===== src/hw/rtl/uea_pkg.sv =====
package uea_pkg;

    // Table size and derived widths
    localparam int NUM_LOGICAL = 8;
    localparam int LG_W        = (NUM_LOGICAL > 1) ? $clog2(NUM_LOGICAL) : 1;
    localparam int MASK_W      = 2 * NUM_LOGICAL;
    localparam int ATTR_W      = 6 * NUM_LOGICAL;
    localparam int COSTS_W     = 8 * NUM_LOGICAL;

    localparam int COST_W      = 24;
    localparam int SIZE_W      = 10;
    localparam int CFG_DATA_W  = 64;
    localparam int CFG_ADDR_W  = 2;
    localparam int S_DATA_W    = 16;
    localparam int M_DATA_W    = 40;

    localparam logic [7:0] IN_FLAG = 8'h80;

    // Request opcodes
    localparam logic [1:0] OP_ALLOC = 2'd0;
    localparam logic [1:0] OP_PAIR  = 2'd1;
    localparam logic [1:0] OP_CLEAR = 2'd2;

    // Direction codes of an entry
    localparam logic [1:0] DIR_BOTH   = 2'd0;
    localparam logic [1:0] DIR_IN     = 2'd1;
    localparam logic [1:0] DIR_OUT    = 2'd2;
    localparam logic [1:0] DIR_SHARED = 2'd3;

    // Configuration register indexes
    localparam logic [CFG_ADDR_W-1:0] REG_ATTR  = 2'd0;
    localparam logic [CFG_ADDR_W-1:0] REG_BASE  = 2'd1;
    localparam logic [CFG_ADDR_W-1:0] REG_BYTE  = 2'd2;
    localparam logic [CFG_ADDR_W-1:0] REG_LIMIT = 2'd3;

    typedef enum logic [1:0] {
        ST_IDLE,
        ST_SCAN,
        ST_COST,
        ST_OUT
    } state_t;

endpackage


===== src/hw/rtl/usb_endpoint_allocator.sv =====
// USB endpoint allocator.
// Requests arrive on the s_axis channel (opcode in tuser), results leave on
// m_axis; tlast marks the final result of a request. Configuration is a
// plain write port (cfg_we, cfg_addr, cfg_data). The user must write it
// only while idle; the block itself does not enforce this. An allocate
// request walks the endpoint table one entry per cycle through a single
// match unit, then on a hit passes through the cost adder (base plus byte
// cost times packet size, saturating). A control pair runs two such
// searches back to back, the second starting once the first result is
// taken. Clear and unused opcodes go straight to the output register.
// Throughput is one request at a time: s_axis_tready is low from accept
// until the last result of that request is taken.
// The result sits in the output register until m_axis_tready; a stalled
// receiver simply holds the block busy, nothing is dropped.
// Reset empties the used mask, zeroes the total cost, sets the success
// flag and clears all configuration registers.
module usb_endpoint_allocator
(
    input  logic                              clk,
    input  logic                              rst_n,
    // config write port
    input  logic                              cfg_we,
    input  logic [uea_pkg::CFG_ADDR_W-1:0]    cfg_addr,
    input  logic [uea_pkg::CFG_DATA_W-1:0]    cfg_data,
    // request stream
    input  logic                              s_axis_tvalid,
    output logic                              s_axis_tready,
    // [0] direction_in, [2:1] ep_type, [12:3] packet_size, [15:13] zero
    input  logic [uea_pkg::S_DATA_W-1:0]      s_axis_tdata,
    // [1:0] opcode
    input  logic [1:0]                        s_axis_tuser,
    // result stream
    output logic                              m_axis_tvalid,
    input  logic                              m_axis_tready,
    // [7:0] endpoint_address, [8] found, [9] config_valid,
    // [33:10] total_cost, [39:34] zero
    output logic [uea_pkg::M_DATA_W-1:0]      m_axis_tdata,
    output logic                              m_axis_tlast
);

    // configuration registers
    logic [uea_pkg::ATTR_W-1:0]   attr_reg;
    logic [uea_pkg::COSTS_W-1:0]  base_reg;
    logic [uea_pkg::COSTS_W-1:0]  per_reg;
    logic [uea_pkg::COST_W-1:0]   limit_reg;

    // allocator state
    uea_pkg::state_t              state_reg, state_next;
    logic [uea_pkg::MASK_W-1:0]   used_reg, used_next;
    logic [uea_pkg::COST_W-1:0]   cost_reg, cost_next;
    logic                         ok_reg, ok_next;
    logic [uea_pkg::LG_W-1:0]     lg_reg, lg_next;
    logic                         pair_reg, pair_next;
    logic                         found_reg, found_next;

    // request and result payload
    logic                         dir_reg, dir_next;
    logic [1:0]                   type_reg, type_next;
    logic [uea_pkg::SIZE_W-1:0]   size_reg, size_next;
    logic [7:0]                   addr_reg, addr_next;

    // shared match unit and cost adder
    logic [5:0]                   attr_cur;
    logic [1:0]                   dcode;
    logic [uea_pkg::LG_W:0]       self_idx;
    logic [uea_pkg::LG_W:0]       other_idx;
    logic                         match;
    logic                         last_entry;
    logic [7:0]                   base_cur;
    logic [7:0]                   per_cur;
    logic [17:0]                  prod;
    logic [uea_pkg::COST_W:0]     sum;
    logic                         s_fire;
    logic                         m_fire;

    assign s_fire = s_axis_tvalid && s_axis_tready;
    assign m_fire = m_axis_tvalid && m_axis_tready;

    // check the entry under the scan pointer
    always_comb
    begin
        attr_cur   = attr_reg[6*lg_reg +: 6];
        dcode      = attr_cur[5:4];
        self_idx   = {lg_reg, dir_reg};
        other_idx  = {lg_reg, ~dir_reg};
        match      = attr_cur[type_reg]
                     && !(dir_reg && dcode == uea_pkg::DIR_OUT)
                     && !(!dir_reg && dcode == uea_pkg::DIR_IN)
                     && !used_reg[self_idx]
                     && !(dcode == uea_pkg::DIR_SHARED && used_reg[other_idx]);
        last_entry = (lg_reg == uea_pkg::LG_W'(uea_pkg::NUM_LOGICAL - 1));
        base_cur   = base_reg[8*lg_reg +: 8];
        per_cur    = per_reg[8*lg_reg +: 8];
        prod       = 18'(per_cur) * 18'(size_reg);
        sum        = {1'b0, cost_reg} + 25'(base_cur) + 25'(prod);
    end

    // sequencer: next state and outputs
    always_comb
    begin
        state_next = state_reg;
        used_next  = used_reg;
        cost_next  = cost_reg;
        ok_next    = ok_reg;
        lg_next    = lg_reg;
        pair_next  = pair_reg;
        found_next = found_reg;
        dir_next   = dir_reg;
        type_next  = type_reg;
        size_next  = size_reg;
        addr_next  = addr_reg;

        case (state_reg)
            uea_pkg::ST_IDLE:
            begin
                if (s_fire)
                begin
                    dir_next   = s_axis_tdata[0];
                    type_next  = s_axis_tdata[2:1];
                    size_next  = s_axis_tdata[12:3];
                    lg_next    = '0;
                    pair_next  = 1'b0;
                    found_next = 1'b0;
                    addr_next  = '0;
                    case (s_axis_tuser)
                        uea_pkg::OP_ALLOC:
                        begin
                            state_next = uea_pkg::ST_SCAN;
                        end
                        uea_pkg::OP_PAIR:
                        begin
                            dir_next   = 1'b1;
                            type_next  = 2'd0;
                            pair_next  = 1'b1;
                            state_next = uea_pkg::ST_SCAN;
                        end
                        uea_pkg::OP_CLEAR:
                        begin
                            used_next  = '0;
                            cost_next  = '0;
                            ok_next    = 1'b1;
                            state_next = uea_pkg::ST_OUT;
                        end
                        default:
                        begin
                            state_next = uea_pkg::ST_OUT;
                        end
                    endcase
                end
            end

            uea_pkg::ST_SCAN:
            begin
                // stop on a hit, advance otherwise, fail past the end
                if (match)
                begin
                    state_next = uea_pkg::ST_COST;
                end
                else if (last_entry)
                begin
                    ok_next    = 1'b0;
                    found_next = 1'b0;
                    addr_next  = '0;
                    state_next = uea_pkg::ST_OUT;
                end
                else
                begin
                    lg_next = lg_reg + 1'b1;
                end
            end

            uea_pkg::ST_COST:
            begin
                // add cost with saturation and mark the endpoint used
                cost_next  = sum[uea_pkg::COST_W] ? '1 : sum[uea_pkg::COST_W-1:0];
                used_next  = used_reg | (uea_pkg::MASK_W'(1) << self_idx);
                found_next = 1'b1;
                addr_next  = 8'(lg_reg) | (dir_reg ? uea_pkg::IN_FLAG : 8'h00);
                state_next = uea_pkg::ST_OUT;
            end

            uea_pkg::ST_OUT:
            begin
                // hold the word until taken, then run the OUT half of a pair
                if (m_fire)
                begin
                    if (pair_reg)
                    begin
                        pair_next  = 1'b0;
                        dir_next   = 1'b0;
                        lg_next    = '0;
                        state_next = uea_pkg::ST_SCAN;
                    end
                    else
                    begin
                        state_next = uea_pkg::ST_IDLE;
                    end
                end
            end

            default:
            begin
                state_next = uea_pkg::ST_IDLE;
            end
        endcase
    end

    assign s_axis_tready = (state_reg == uea_pkg::ST_IDLE);
    assign m_axis_tvalid = (state_reg == uea_pkg::ST_OUT);
    assign m_axis_tlast  = !pair_reg;
    assign m_axis_tdata  = {6'd0, cost_reg,
                            ok_reg && (cost_reg <= limit_reg),
                            found_reg, addr_reg};

    // control state
    always_ff @(posedge clk or negedge rst_n)
    begin
        if (!rst_n)
        begin
            state_reg <= uea_pkg::ST_IDLE;
            used_reg  <= '0;
            cost_reg  <= '0;
            ok_reg    <= 1'b1;
            lg_reg    <= '0;
            pair_reg  <= 1'b0;
            found_reg <= 1'b0;
        end
        else
        begin
            state_reg <= state_next;
            used_reg  <= used_next;
            cost_reg  <= cost_next;
            ok_reg    <= ok_next;
            lg_reg    <= lg_next;
            pair_reg  <= pair_next;
            found_reg <= found_next;
        end
    end

    // payload
    always_ff @(posedge clk)
    begin
        dir_reg  <= dir_next;
        type_reg <= type_next;
        size_reg <= size_next;
        addr_reg <= addr_next;
    end

    // configuration writes
    always_ff @(posedge clk or negedge rst_n)
    begin
        if (!rst_n)
        begin
            attr_reg  <= '0;
            base_reg  <= '0;
            per_reg   <= '0;
            limit_reg <= '0;
        end
        else if (cfg_we)
        begin
            case (cfg_addr)
                uea_pkg::REG_ATTR:  attr_reg  <= cfg_data[uea_pkg::ATTR_W-1:0];
                uea_pkg::REG_BASE:  base_reg  <= cfg_data[uea_pkg::COSTS_W-1:0];
                uea_pkg::REG_BYTE:  per_reg   <= cfg_data[uea_pkg::COSTS_W-1:0];
                uea_pkg::REG_LIMIT: limit_reg <= cfg_data[uea_pkg::COST_W-1:0];
                default:            limit_reg <= limit_reg;
            endcase
        end
    end

    // checks
    a_busy_no_accept: assert property (@(posedge clk) disable iff (!rst_n)
        m_axis_tvalid |-> !s_axis_tready)
        else $error("request taken while a result is pending");

    a_hit_free: assert property (@(posedge clk) disable iff (!rst_n)
        (state_reg == uea_pkg::ST_COST) |-> !used_reg[self_idx])
        else $error("endpoint allocated twice");

    a_cost_to_out: assert property (@(posedge clk) disable iff (!rst_n)
        (state_reg == uea_pkg::ST_COST) |=> (m_axis_tvalid && m_axis_tdata[8]))
        else $error("hit did not produce a found result");

    a_miss_zero: assert property (@(posedge clk) disable iff (!rst_n)
        (m_axis_tvalid && !m_axis_tdata[8]) |-> (m_axis_tdata[7:0] == 8'h00))
        else $error("miss result carries an address");

endmodule

===== config.mk =====
export PLATFORM = sky130hd
export DESIGN_NAME = usb_endpoint_allocator
export DESIGN_NICKNAME = d
export VERILOG_FILES = /design/src/hw/rtl/uea_pkg.sv /design/src/hw/rtl/usb_endpoint_allocator.sv
export SDC_FILE = /design/constraint.sdc
export NUM_CORES = 1
export LEC_CHECK = 0
export BUFFER_PORTS_ARGS = -buffer_cell sky130_fd_sc_hd__buf_4
export CAP_MARGIN = 25
export CORE_MARGIN = 2
export CORE_UTILIZATION = 55
export CTS_CLUSTER_DIAMETER = 120
export DETAILED_ROUTE_END_ITERATION = 10
export PLACE_DENSITY = 0.79
export SYNTH_ARGS = -nofsm -noshare
export SYNTH_HDL_FRONTEND = slang
export SYNTH_SLANG_ARGS = --single-unit

===== constraint.sdc =====
create_clock -name clk -period 7.43 [get_ports clk]
set_clock_uncertainty 0.15 [all_clocks]
set_input_delay 1.1145 -clock clk [delete_from_list [all_inputs] [get_ports clk]]
set_output_delay 1.1145 -clock clk [all_outputs]
set_load 0.02 [all_outputs]

==> key figures, run 1 <==
Status
  • Outcome: complete, no violations

CTS
  • Root Driver: clkbuf_16
  • CTS Buffer Depth: 3
  • Clock slew at reported path FFs: 60 ps
  • Clock sink count: approximately 270
  • Clock latency on the worst-skew pair: around 560 ps
  • Setup Buffers After CTS: 0
  • Max H-tree Level: 1
  • CTS tree: built
  • Cts bufs inserted: 29

Finish
  • Area Growth Syn to Fin: 15.0%
  • Fin nets: ~1600
  • Antenna Cells: 0
  • Fill cells: between 2000 and 2500
  • Fraction of layout cells with a size suffix above 1: between 30% and 40%

Detailed routing
  • DR pass1 iterations: 5
  • Drt initial violations: roughly 640
  • Post-route ant nets: 0
  • Final wirelength: 37.4 mm
  • Vias: ~11000
  • Post-DR wirelength/cell: just over 20 um
  • Via density: 5.87
  • DRC viols: 0

Logic synthesis
  • Most common cell in the netlist: dfrtp_1
  • Mux share of post-synthesis cell area: between 20% and 30%
  • Post-Syn Area: ~16000 sq um
  • Post-synthesis xor/xnor area fraction: less than 1%
  • Number of synthesized flops with an enable pin: 17
  • Synth Area per Inst: roughly 13 sq um
  • Post-synthesis adder-cell area fraction: between 10% and 20%
  • Sequential area share after synthesis: 41.9%
  • Synth top area cells: dfrtp_1, mux2_2, fa_1
  • Complex-gate fraction of the synthesized area: approximately 6.0%
  • Dominant cell type by area after synthesis: dfrtp_1
  • Dominant synthesized flop cell: dfrtp_1
  • Mapped Cells: 1266
  • Largest family of logic cells by synthesized area: multiplexers
  • Synth cell count leaders: dfrtp_1, mux2_2, inv_1, ha_1, fa_1
  • Synth cell types: 67
  • Async SR Flop Fraction: ~94%
  • Yosys reg bits: ~270
  • Syn. warnings: 0
  • Share of the synthesized area in the top cell type: about two fifths
  • Post-Synth Simple-Gate Area: just over 7%

Setup path
  • Crit-path slowest cell: fa_1
  • Crit path top cell by count: fa_1
  • Crit path max fanout: 21
  • CP Capture Type: flip-flop
  • Worst Setup Path Type: reg2reg
  • Worst EP arrival: between 7000 and 8000 ps
  • Crit-path cells: buf_12 -> mux4_2 -> mux2i_1 -> nand2b_1 -> fa_1 -> fa_1 -> inv_1 -> fa_1 -> fa_1 -> inv_1 -> fa_1 -> inv_1 -> ha_1 -> a21o_1 -> a211o_1 -> o211a_1 -> o21ai_1 -> o21ai_1 -> and4_1 -> buf_12 -> o211ai_1 -> o21ai_0
  • Largest stage delay on the critical path: about 560 ps
  • Req. time, crit path: just under 8000 ps
  • Startpoint Class: flip-flop

Timing
  • Fmax: 140 MHz
  • Final period util: between 90% and 100%
  • Unrepaired setup endpoints after global routing: false
  • Max Slew Vio Count: 0
  • Worst slew pin tran: 1070 ps
  • Setup TNS: 0 ps
  • Final Critical Period: 7150 ps
  • Hold Vio Cnt, Final: 0
  • Final setup viols: 0
  • Slew headroom: around 29%

Floorplanning
  • Die area: between 30000 and 40000 sq um
  • Core ar.: 28700 sq um
  • I/O pin count: about 130
  • Die Ht: between 150 and 200 um
  • Die Wd: about 170 um
  • Starting Density: roughly 56%
  • Cell row count: between 60 and 70

Placement
  • Detailed placement HPWL: roughly 28 mm
  • IO buf count: 118
  • GPL Wtd Cong: roughly 0.86

GRT
  • Largest net degree at the start of global routing: 139
  • Total GRT Usage: 25.4%
  • First-pass GRT wire length: 60.8 mm
  • Number of global-route vias before repair: 11000
  • GR Overflow Total: 0
  • Initial antenna violation count: 0

Flow run
  • Max_cap viols: 0

Hold path
  • Hold WC Path Type: reg2reg
path summary, 6_finish.rpt:
kind	start	to	slack (ps)	cells past startpoint
setup / recovery	lg_reg[0]	cost_reg[4]	280	22
hold / removal	per_reg[53]	per_reg[53]	350	1
setup reg to reg	lg_reg[0]	cost_reg[4]	280	22
hold reg to reg	per_reg[53]	per_reg[53]	350	1
max in group asynchronous	rst_n	base_reg[58]	5370	3
min in group asynchronous	rst_n	lg_reg[0]	500	1
cell type report:
class / instances / area [sq um] / area share [%]
well taps: 384 / 480 / 2.60
flip-flops and latches: 265 / 6720 / 36.4
repair buffers: 152 / 1260 / 6.81
multi-input cells: 835 / 8610 / 46.7
inverters: 112 / 420 / 2.28
clock inverters: 12 / 135 / 0.732
clock buffers: 41 / 822 / 4.46
metrics by stage:
step                cells  cell area (sq um)  hold WS, ps  setup slack (ps)  utilization (%)
floorplan            1275              16100          321               110                -
global placement     1747              17500          331               398             60.9
detailed placement   1747              17500          338               306             60.9
CTS                  1800              18400          352               248             64.2
global route         1801              18500          358              67.3             64.3
finish               1801              18500          350               280             64.3
cell families (layout without fill, tap and decap cells):
group	Yosys count	after routing
muxes	286	286
xor gates and xnor gates	16	16
adders and majority gates	161	161
other	1	10
and+or+nand+nor	214	214
buffers and inverters	175	317
AOI/OAI and AO/OA	148	148
DFF	265	265
placed cells by master, fill, tap and decap left out, drive strengths merged, types with 3 or more instances in the layout:
cell type  instances
o211ai            16
clkbuf            41
buf              152
and4               4
and2              18
nand2b            20
mux4              49
o21ai             39
o21a               3
nand2             46
mux2             214
clkinv             7
nor2              40
dfrtp            247
ha                92
a211oi             5
a31oi              9
a211o              3
mux2i             23
fa                69
edfxtp            17
a21oi             33
nand3              9
conb              10
nor3b              4
a21o              16
xnor2              7
a22oi              5
nor2b             53
xor2               9
inv              114
nand4              7
a221oi             3
critical path, delay by kind of cell, from the launching register on:
| family | cells | cell delay (ps) |
|---|---|---|
| adders and majority gates | 6 | 2910 |
| AOI/OAI and AO/OA | 7 | 1360 |
| muxes | 2 | 970 |
| buffers and inverters | 5 | 560 |
| DFF | 1 | 520 |
| and+or+nand+nor | 2 | 480 |
metal layers:
metal / vias up / global-route usage (%) / wire length, um
met2: 319 / 41.4 / 18000
met1: 5456 / 36.2 / 16300
met4: 0 / 6.74 / 985
met5: - / 0 / 0
met3: 73 / 3.48 / 2110
li1: 4719 / - / -
timing repair:
action,4_1_cts,5_1_grt
setup endpoints to repair,0,7
resized for setup,0,2
hold buffers,0,0
Power of run 1 is not shown: default switching activity piles up to over one toggle a cycle in this logic, so the estimate is an artifact.
==> inputs of run 2 (changes only) <==
--- a/config.mk
+++ b/config.mk
@@ -5,6 +5,7 @@
 export SDC_FILE = /design/constraint.sdc
 export NUM_CORES = 1
 export LEC_CHECK = 0
+export ABC_AREA = 1
 export BUFFER_PORTS_ARGS = -buffer_cell sky130_fd_sc_hd__buf_4
 export CAP_MARGIN = 25
 export CORE_MARGIN = 2
==> run 2 against run 1 <==
  * Utilization shrank 0.61 points
  * Via count grew 32%
  * Synthesized cell count grew 60%
  * Global-route usage grew 3.6 points
  * Critical path depth grew 4
  * Maximum frequency grew 2.7%
  * Sequential cell count is the same
  * Register-to-register slack gained 190 ps
  * First-iteration DRC count grew 120%
  * Count of clock-buffer cells in the layout is the same
  * Cell count grew 39%
==> key figures, run 2 <==
Status
  • Outcome: complete, no violations

Hold path
  • Hold WC Path Type: in2async

GRT
  • Total GRT Usage: a little under 30%
  • Busiest grt layer: met2
  • First-pass GRT wire length: roughly 71 mm
  • GR Overflow Total: 0
  • Number of global-route vias before repair: roughly 14000
  • Largest net degree at the start of global routing: approximately 190
  • Initial antenna violation count: 0
  • Met1 Use GR: slightly below 40%
  • Grt met2 use: between 40 and 50%
  • M3 GR Usage: under 10%

CTS
  • Setup Buffers After CTS: 0
  • CTS tree: built
  • Cts bufs inserted: 29
  • Clock sink count: around 270
  • Clock latency on the worst-skew pair: roughly 560 ps
  • Root Driver: clkbuf_16
  • Max H-tree Level: 1
  • Clock slew at reported path FFs: around 60 ps
  • PostCTS Resize Cnt: 0
  • CTS Hold Bufs: 0
  • CTS Buffer Depth: 3

Logic synthesis
  • Largest family of logic cells by synthesized area: simple AND/OR/NAND/NOR gates
  • Synth cell count leaders: nand2_1, o21ai_0, inv_1, dfrtp_1, nor2_1
  • Synth cell types: 45
  • Dominant synthesized flop cell: dfrtp_1
  • Post-Synth Simple-Gate Area: between 10% and 20%
  • Synth Area per Inst: 8.04 sq um
  • Share of the synthesized area in the top cell type: 38.1%
  • Post-Syn Area: approximately 16000 sq um
  • Synth top area cells: dfrtp_1, nand2_1, o21ai_0
  • Syn. warnings: 0
  • Number of synthesized flops with an enable pin: 17
  • Dominant cell type by area after synthesis: dfrtp_1
  • Post-synthesis xor/xnor area fraction: less than 1%
  • Mapped Cells: 2020
  • Yosys reg bits: 265
  • Async SR Flop Fraction: 93.6%
  • Mux share of post-synthesis cell area: 0%
  • Most common cell in the netlist: nand2_1
  • Post-synthesis adder-cell area fraction: between 10% and 20%
  • Sequential area share after synthesis: just over 40%
  • Complex-gate fraction of the synthesized area: 14.2%

Setup path
  • Crit path max fanout: 27
  • R2R cell count: 26
  • CP Capture Type: flip-flop
  • Worst EP arrival: about 7300 ps
  • Worst Setup Path Type: reg2reg
  • Startpoint Class: flip-flop
  • Req. time, crit path: a little under 8000 ps

Placement
  • IO buf count: 118
  • Placed Area: between 15000 and 20000 sq um
  • GPL Wtd Cong: a little under 0.9
  • Post-place setup slack: approximately 550 ps
  • Detailed placement HPWL: 32.2 mm

Floorplanning
  • Core ar.: a little under 30000 sq um
  • Die Ht: ~180 um
  • Die area: 30900 sq um
  • Cell row count: 62
  • I/O pin count: 132
  • Die Wd: around 180 um
  • Starting Density: a little under three fifths

Finish
  • Most frequent cells in the layout: nand2_1, o21ai_0, inv_1
  • Area Growth Syn to Fin: 13.2%
  • Fin nets: 2353
  • Fraction of layout cells with a size suffix above 1: 9.61%
  • Most common cell after layout, fill and taps aside: nand2_1
  • Antenna Cells: 0
  • Fin area: approximately 18000 sq um

Timing
  • Final setup viols: 0
  • Final Critical Period: about 7000 ps
  • Worst Slack Setup Final: 466 ps
  • Worst slew pin tran: between 1000 and 1500 ps
  • Max Slew Vio Count: 0
  • Setup TNS: 0 ps
  • Hold Vio Cnt, Final: 0
  • Slew headroom: 18.2%
  • Unrepaired setup endpoints after global routing: false
  • Fmax: about 140 MHz
  • Final period util: 93.7%

Detailed routing
  • Post-route ant nets: 0
  • Post-DR wirelength/cell: between 15 and 20 um
  • Via density: 5.57
  • Drt initial violations: between 1000 and 1500
  • DRC viols: 0
  • DR pass1 iterations: 6
  • Vias: 13900
  • Final wirelength: roughly 44 mm

Flow run
  • Max_cap viols: 0
[run 2: layout make-up]
| type | instances | area [sq um] |
|---|---|---|
| clock inverters | 9 | 63.8 |
| inverters | 269 | 1010 |
| multi-input cells | 1394 | 8080 |
| fillers | 2468 | 10500 |
| clock buffers | 41 | 842 |
| flip-flops and latches | 265 | 6720 |
| well taps | 384 | 480 |
| repair buffers | 144 | 1180 |
[run 2: stage by stage]
| stage | hold WS (ps) | utilization [%] | instances |
|---|---|---|---|
| 6_report | 318 | 63.7 | 2506 |
| 5_1_grt | 349 | 63.7 | 2506 |
| 4_1_cts | 329 | 63.6 | 2505 |
| 3_5_place_dp | 318 | 60.4 | 2455 |
| 3_3_place_gp | 311 | 60.3 | 2454 |
| 2_1_floorplan | 298 | - | 2029 |
[run 2: cell families (layout without fill, tap and decap cells)]
logic type      Yosys count  in the layout
fa+ha+maj               161            161
compound gates          430            430
xor+xnor                 13             13
simple gates            780            780
buf+inv                 370            463
flops                   265            265
other cells               1             10
[run 2: per-layer routing]
metal,part of all wire [%],wire length (um),vias to the layer above
li1,-,-,6591
met1,42,18400,6715
met4,4.5,2000,0
met2,47,20900,546
met3,6.7,2990,96
met5,0,0,-
[run 2: worst paths after layout]
| path | startpoint | end | slack, ps |
|---|---|---|---|
| max | lg_reg[1] | cost_reg[19] | 470 |
| min | rst_n | used_reg[14] | 320 |
| max reg2reg | lg_reg[1] | cost_reg[19] | 470 |
| min reg2reg | base_reg[42] | base_reg[42] | 330 |
| max in group asynchronous | rst_n | cost_reg[14] | 5410 |
| min in group clk | base_reg[42] | base_reg[42] | 330 |
[run 2: critical path, cell delays in order (launching register included)]
cell and delay (ps):
dfrtp_1 380, inv_1 360, buf_12 240, buf_4 250, o21ai_0 120, o221ai_1 180
nand2_1 310, inv_1 200, nand2_1 90, fa_1 470, fa_1 490, inv_1 60
fa_1 500, fa_1 570, inv_1 70, fa_1 530, inv_1 50, ha_1 340
a21o_1 160, a21oi_1 70, o21ai_0 160, nand2_1 100, nand3_1 140, nand3_2 460
nand3_1 310, nand2_1 70, nand2_1 60
Power of run 2 is left out for the same reason.
==> inputs of run 3 (changes only) <==
--- a/config.mk
+++ b/config.mk
@@ -6,9 +6,8 @@
 export NUM_CORES = 1
 export LEC_CHECK = 0
 export ABC_AREA = 1
-export BUFFER_PORTS_ARGS = -buffer_cell sky130_fd_sc_hd__buf_4
+export BUFFER_PORTS_ARGS = -buffer_cell sky130_fd_sc_hd__buf_2
 export CAP_MARGIN = 25
-export CORE_MARGIN = 2
 export CORE_UTILIZATION = 55
 export CTS_CLUSTER_DIAMETER = 120
 export DETAILED_ROUTE_END_ITERATION = 10
==> run 3 against run 2 <==
  * Cell count down 0.12%
  * Hold slack better by 11 ps
  * Critical path depth down 1
  * Register-to-register slack worse by 70 ps
  * Routed wire length down 0.35%
  * Global-route usage up 0.94 points
  * Sequential share of layout area up 0.63 points
  * Setup slack worse by 71 ps
  * Critical path type unchanged
==> key figures, run 3 (synthesized netlist as in run 2, its figures left out) <==
Flow run
  • Max_cap viols: 0

Detailed routing
  • Vias: ~14000
  • Post-route ant nets: 0
  • DRC viols: 0
  • Post-DR wirelength/cell: 17.6 um
  • Final wirelength: roughly 44 mm
  • Drt initial violations: between 1000 and 1500
  • Via density: between 5 and 6
  • DR pass1 iterations: 6

Timing
  • Unrepaired setup endpoints after global routing: false
  • Worst Slack Setup Final: between 300 and 400 ps
  • Worst slew pin tran: ~950 ps
  • Final period util: a little over nine tenths
  • Fmax: 142 MHz
  • Slew headroom: 36.6%
  • Hold Vio Cnt, Final: 0
  • Setup TNS: 0 ps
  • Final setup viols: 0
  • Max Slew Vio Count: 0
  • Final Critical Period: 7040 ps

Placement
  • Post-place setup slack: roughly 550 ps
  • Placed Area: between 15000 and 20000 sq um
  • IO buf count: around 120
  • GPL Wtd Cong: slightly below 1
  • Detailed placement HPWL: ~32 mm

Floorplanning
  • Cell row count: between 60 and 70
  • Core ar.: 28900 sq um
  • I/O pin count: roughly 130
  • Die Wd: roughly 170 um
  • Starting Density: 56.3%
  • Die Ht: between 150 and 200 um
  • Die area: around 30000 sq um

Setup path
  • Flop2flop setup slack: about 390 ps
  • Worst EP arrival: ~7400 ps
  • R2R cell count: 25
  • Startpoint Class: flip-flop
  • Largest stage delay on the critical path: 560 ps
  • WP depth: 25
  • Delay-heaviest family, CP: adder cells
  • Req. time, crit path: between 7000 and 8000 ps
  • Crit-path slowest cell: fa_1
  • Worst Setup Path Type: reg2reg
  • CP Capture Type: flip-flop
  • WP buf/inv: 6
  • Crit path max fanout: 26

Finish
  • Fin area: about 18000 sq um
  • Area Growth Syn to Fin: 11.3%
  • Most frequent cells in the layout: nand2_1, o21ai_0, inv_1
  • Final core utilization: between 60% and 70%
  • Fin nets: ~2300
  • Most common cell after layout, fill and taps aside: nand2_1
  • Fraction of layout cells with a size suffix above 1: a little under a tenth
  • Antenna Cells: 0

CTS
  • Max H-tree Level: 1
  • CTS tree: built
  • Root Driver: clkbuf_16
  • Clock latency on the worst-skew pair: 580 ps
  • CTS Hold Bufs: 0
  • Setup Buffers After CTS: 0
  • PostCTS Resize Cnt: 0
  • Clock sink count: roughly 270
  • Clock slew at reported path FFs: ~60 ps
  • Cts bufs inserted: 30
  • CTS Buffer Depth: 3

Status
  • Outcome: complete, no violations

GRT
  • Total GRT Usage: around 30%
  • Largest net degree at the start of global routing: approximately 130
  • First-pass GRT wire length: around 71 mm
  • Number of global-route vias before repair: roughly 14000
  • GR Overflow Total: 0
  • Initial antenna violation count: 0

Hold path
  • Hold WC Path Type: reg2reg
  • Hold path depth: 2
[run 3: changes by cell type in the layout (fill, tap and decap cells not counted), sizes merged]
cell	before	now
buf	144	137
clkbuf	41	42
clkinv	9	10
clkinvlp	0	1
inv	269	270
[run 3: layout make-up]
cell class,count,area (sq um)
fillers,2492,10800
multi-input cells,1394,8080
clock inverters,12,93.8
clock buffers,42,856
inverters,269,1010
flip-flops and latches,265,6720
repair buffers,137,826
well taps,384,480
[run 3: per-stage QoR]
stage / hold slack (ps) / instances
floorplan: 298 / 2029
global placement: 311 / 2447
detailed placement: 318 / 2448
CTS: 333 / 2502
global route: 355 / 2503
finish: 329 / 2503
[run 3: path summary, 6_finish.rpt]
kind                              startpoint            to
worst min-delay path            limit_reg[5]  limit_reg[5]
min in group asynchronous              rst_n      pair_reg
worst max register to register     lg_reg[1]  cost_reg[23]
worst max-delay path               lg_reg[1]  cost_reg[23]
worst min register to register  limit_reg[5]  limit_reg[5]
max in group asynchronous              rst_n  base_reg[23]
[run 3: metal layers]
| layer | track usage [%] | routed length, um |
|---|---|---|
| met4 | 13.0 | 2040 |
| met3 | 4.56 | 3120 |
| met1 | 39.7 | 18100 |
| met2 | 49.0 | 20900 |
| met5 | 0 | 0 |
[run 3: worst reg2reg max path, stage by stage, from the launching register on]
cell and delay [ps]:
dfrtp_1 410, inv_1 380, buf_12 250, o21ai_0 110, o221ai_1 280, nand2_1 350, inv_1 200, nand2_1 90
fa_1 530, fa_1 550, inv_1 60, fa_1 500, fa_1 560, inv_1 60, fa_1 540, inv_1 50
ha_1 330, a21o_1 160, a21oi_1 70, o21ai_0 210, nand2_1 110, nand3_1 130, nand3_2 440, nand3_1 250
nand2_1 70, o21ai_0 80
Power of run 3 is left out for the same reason.
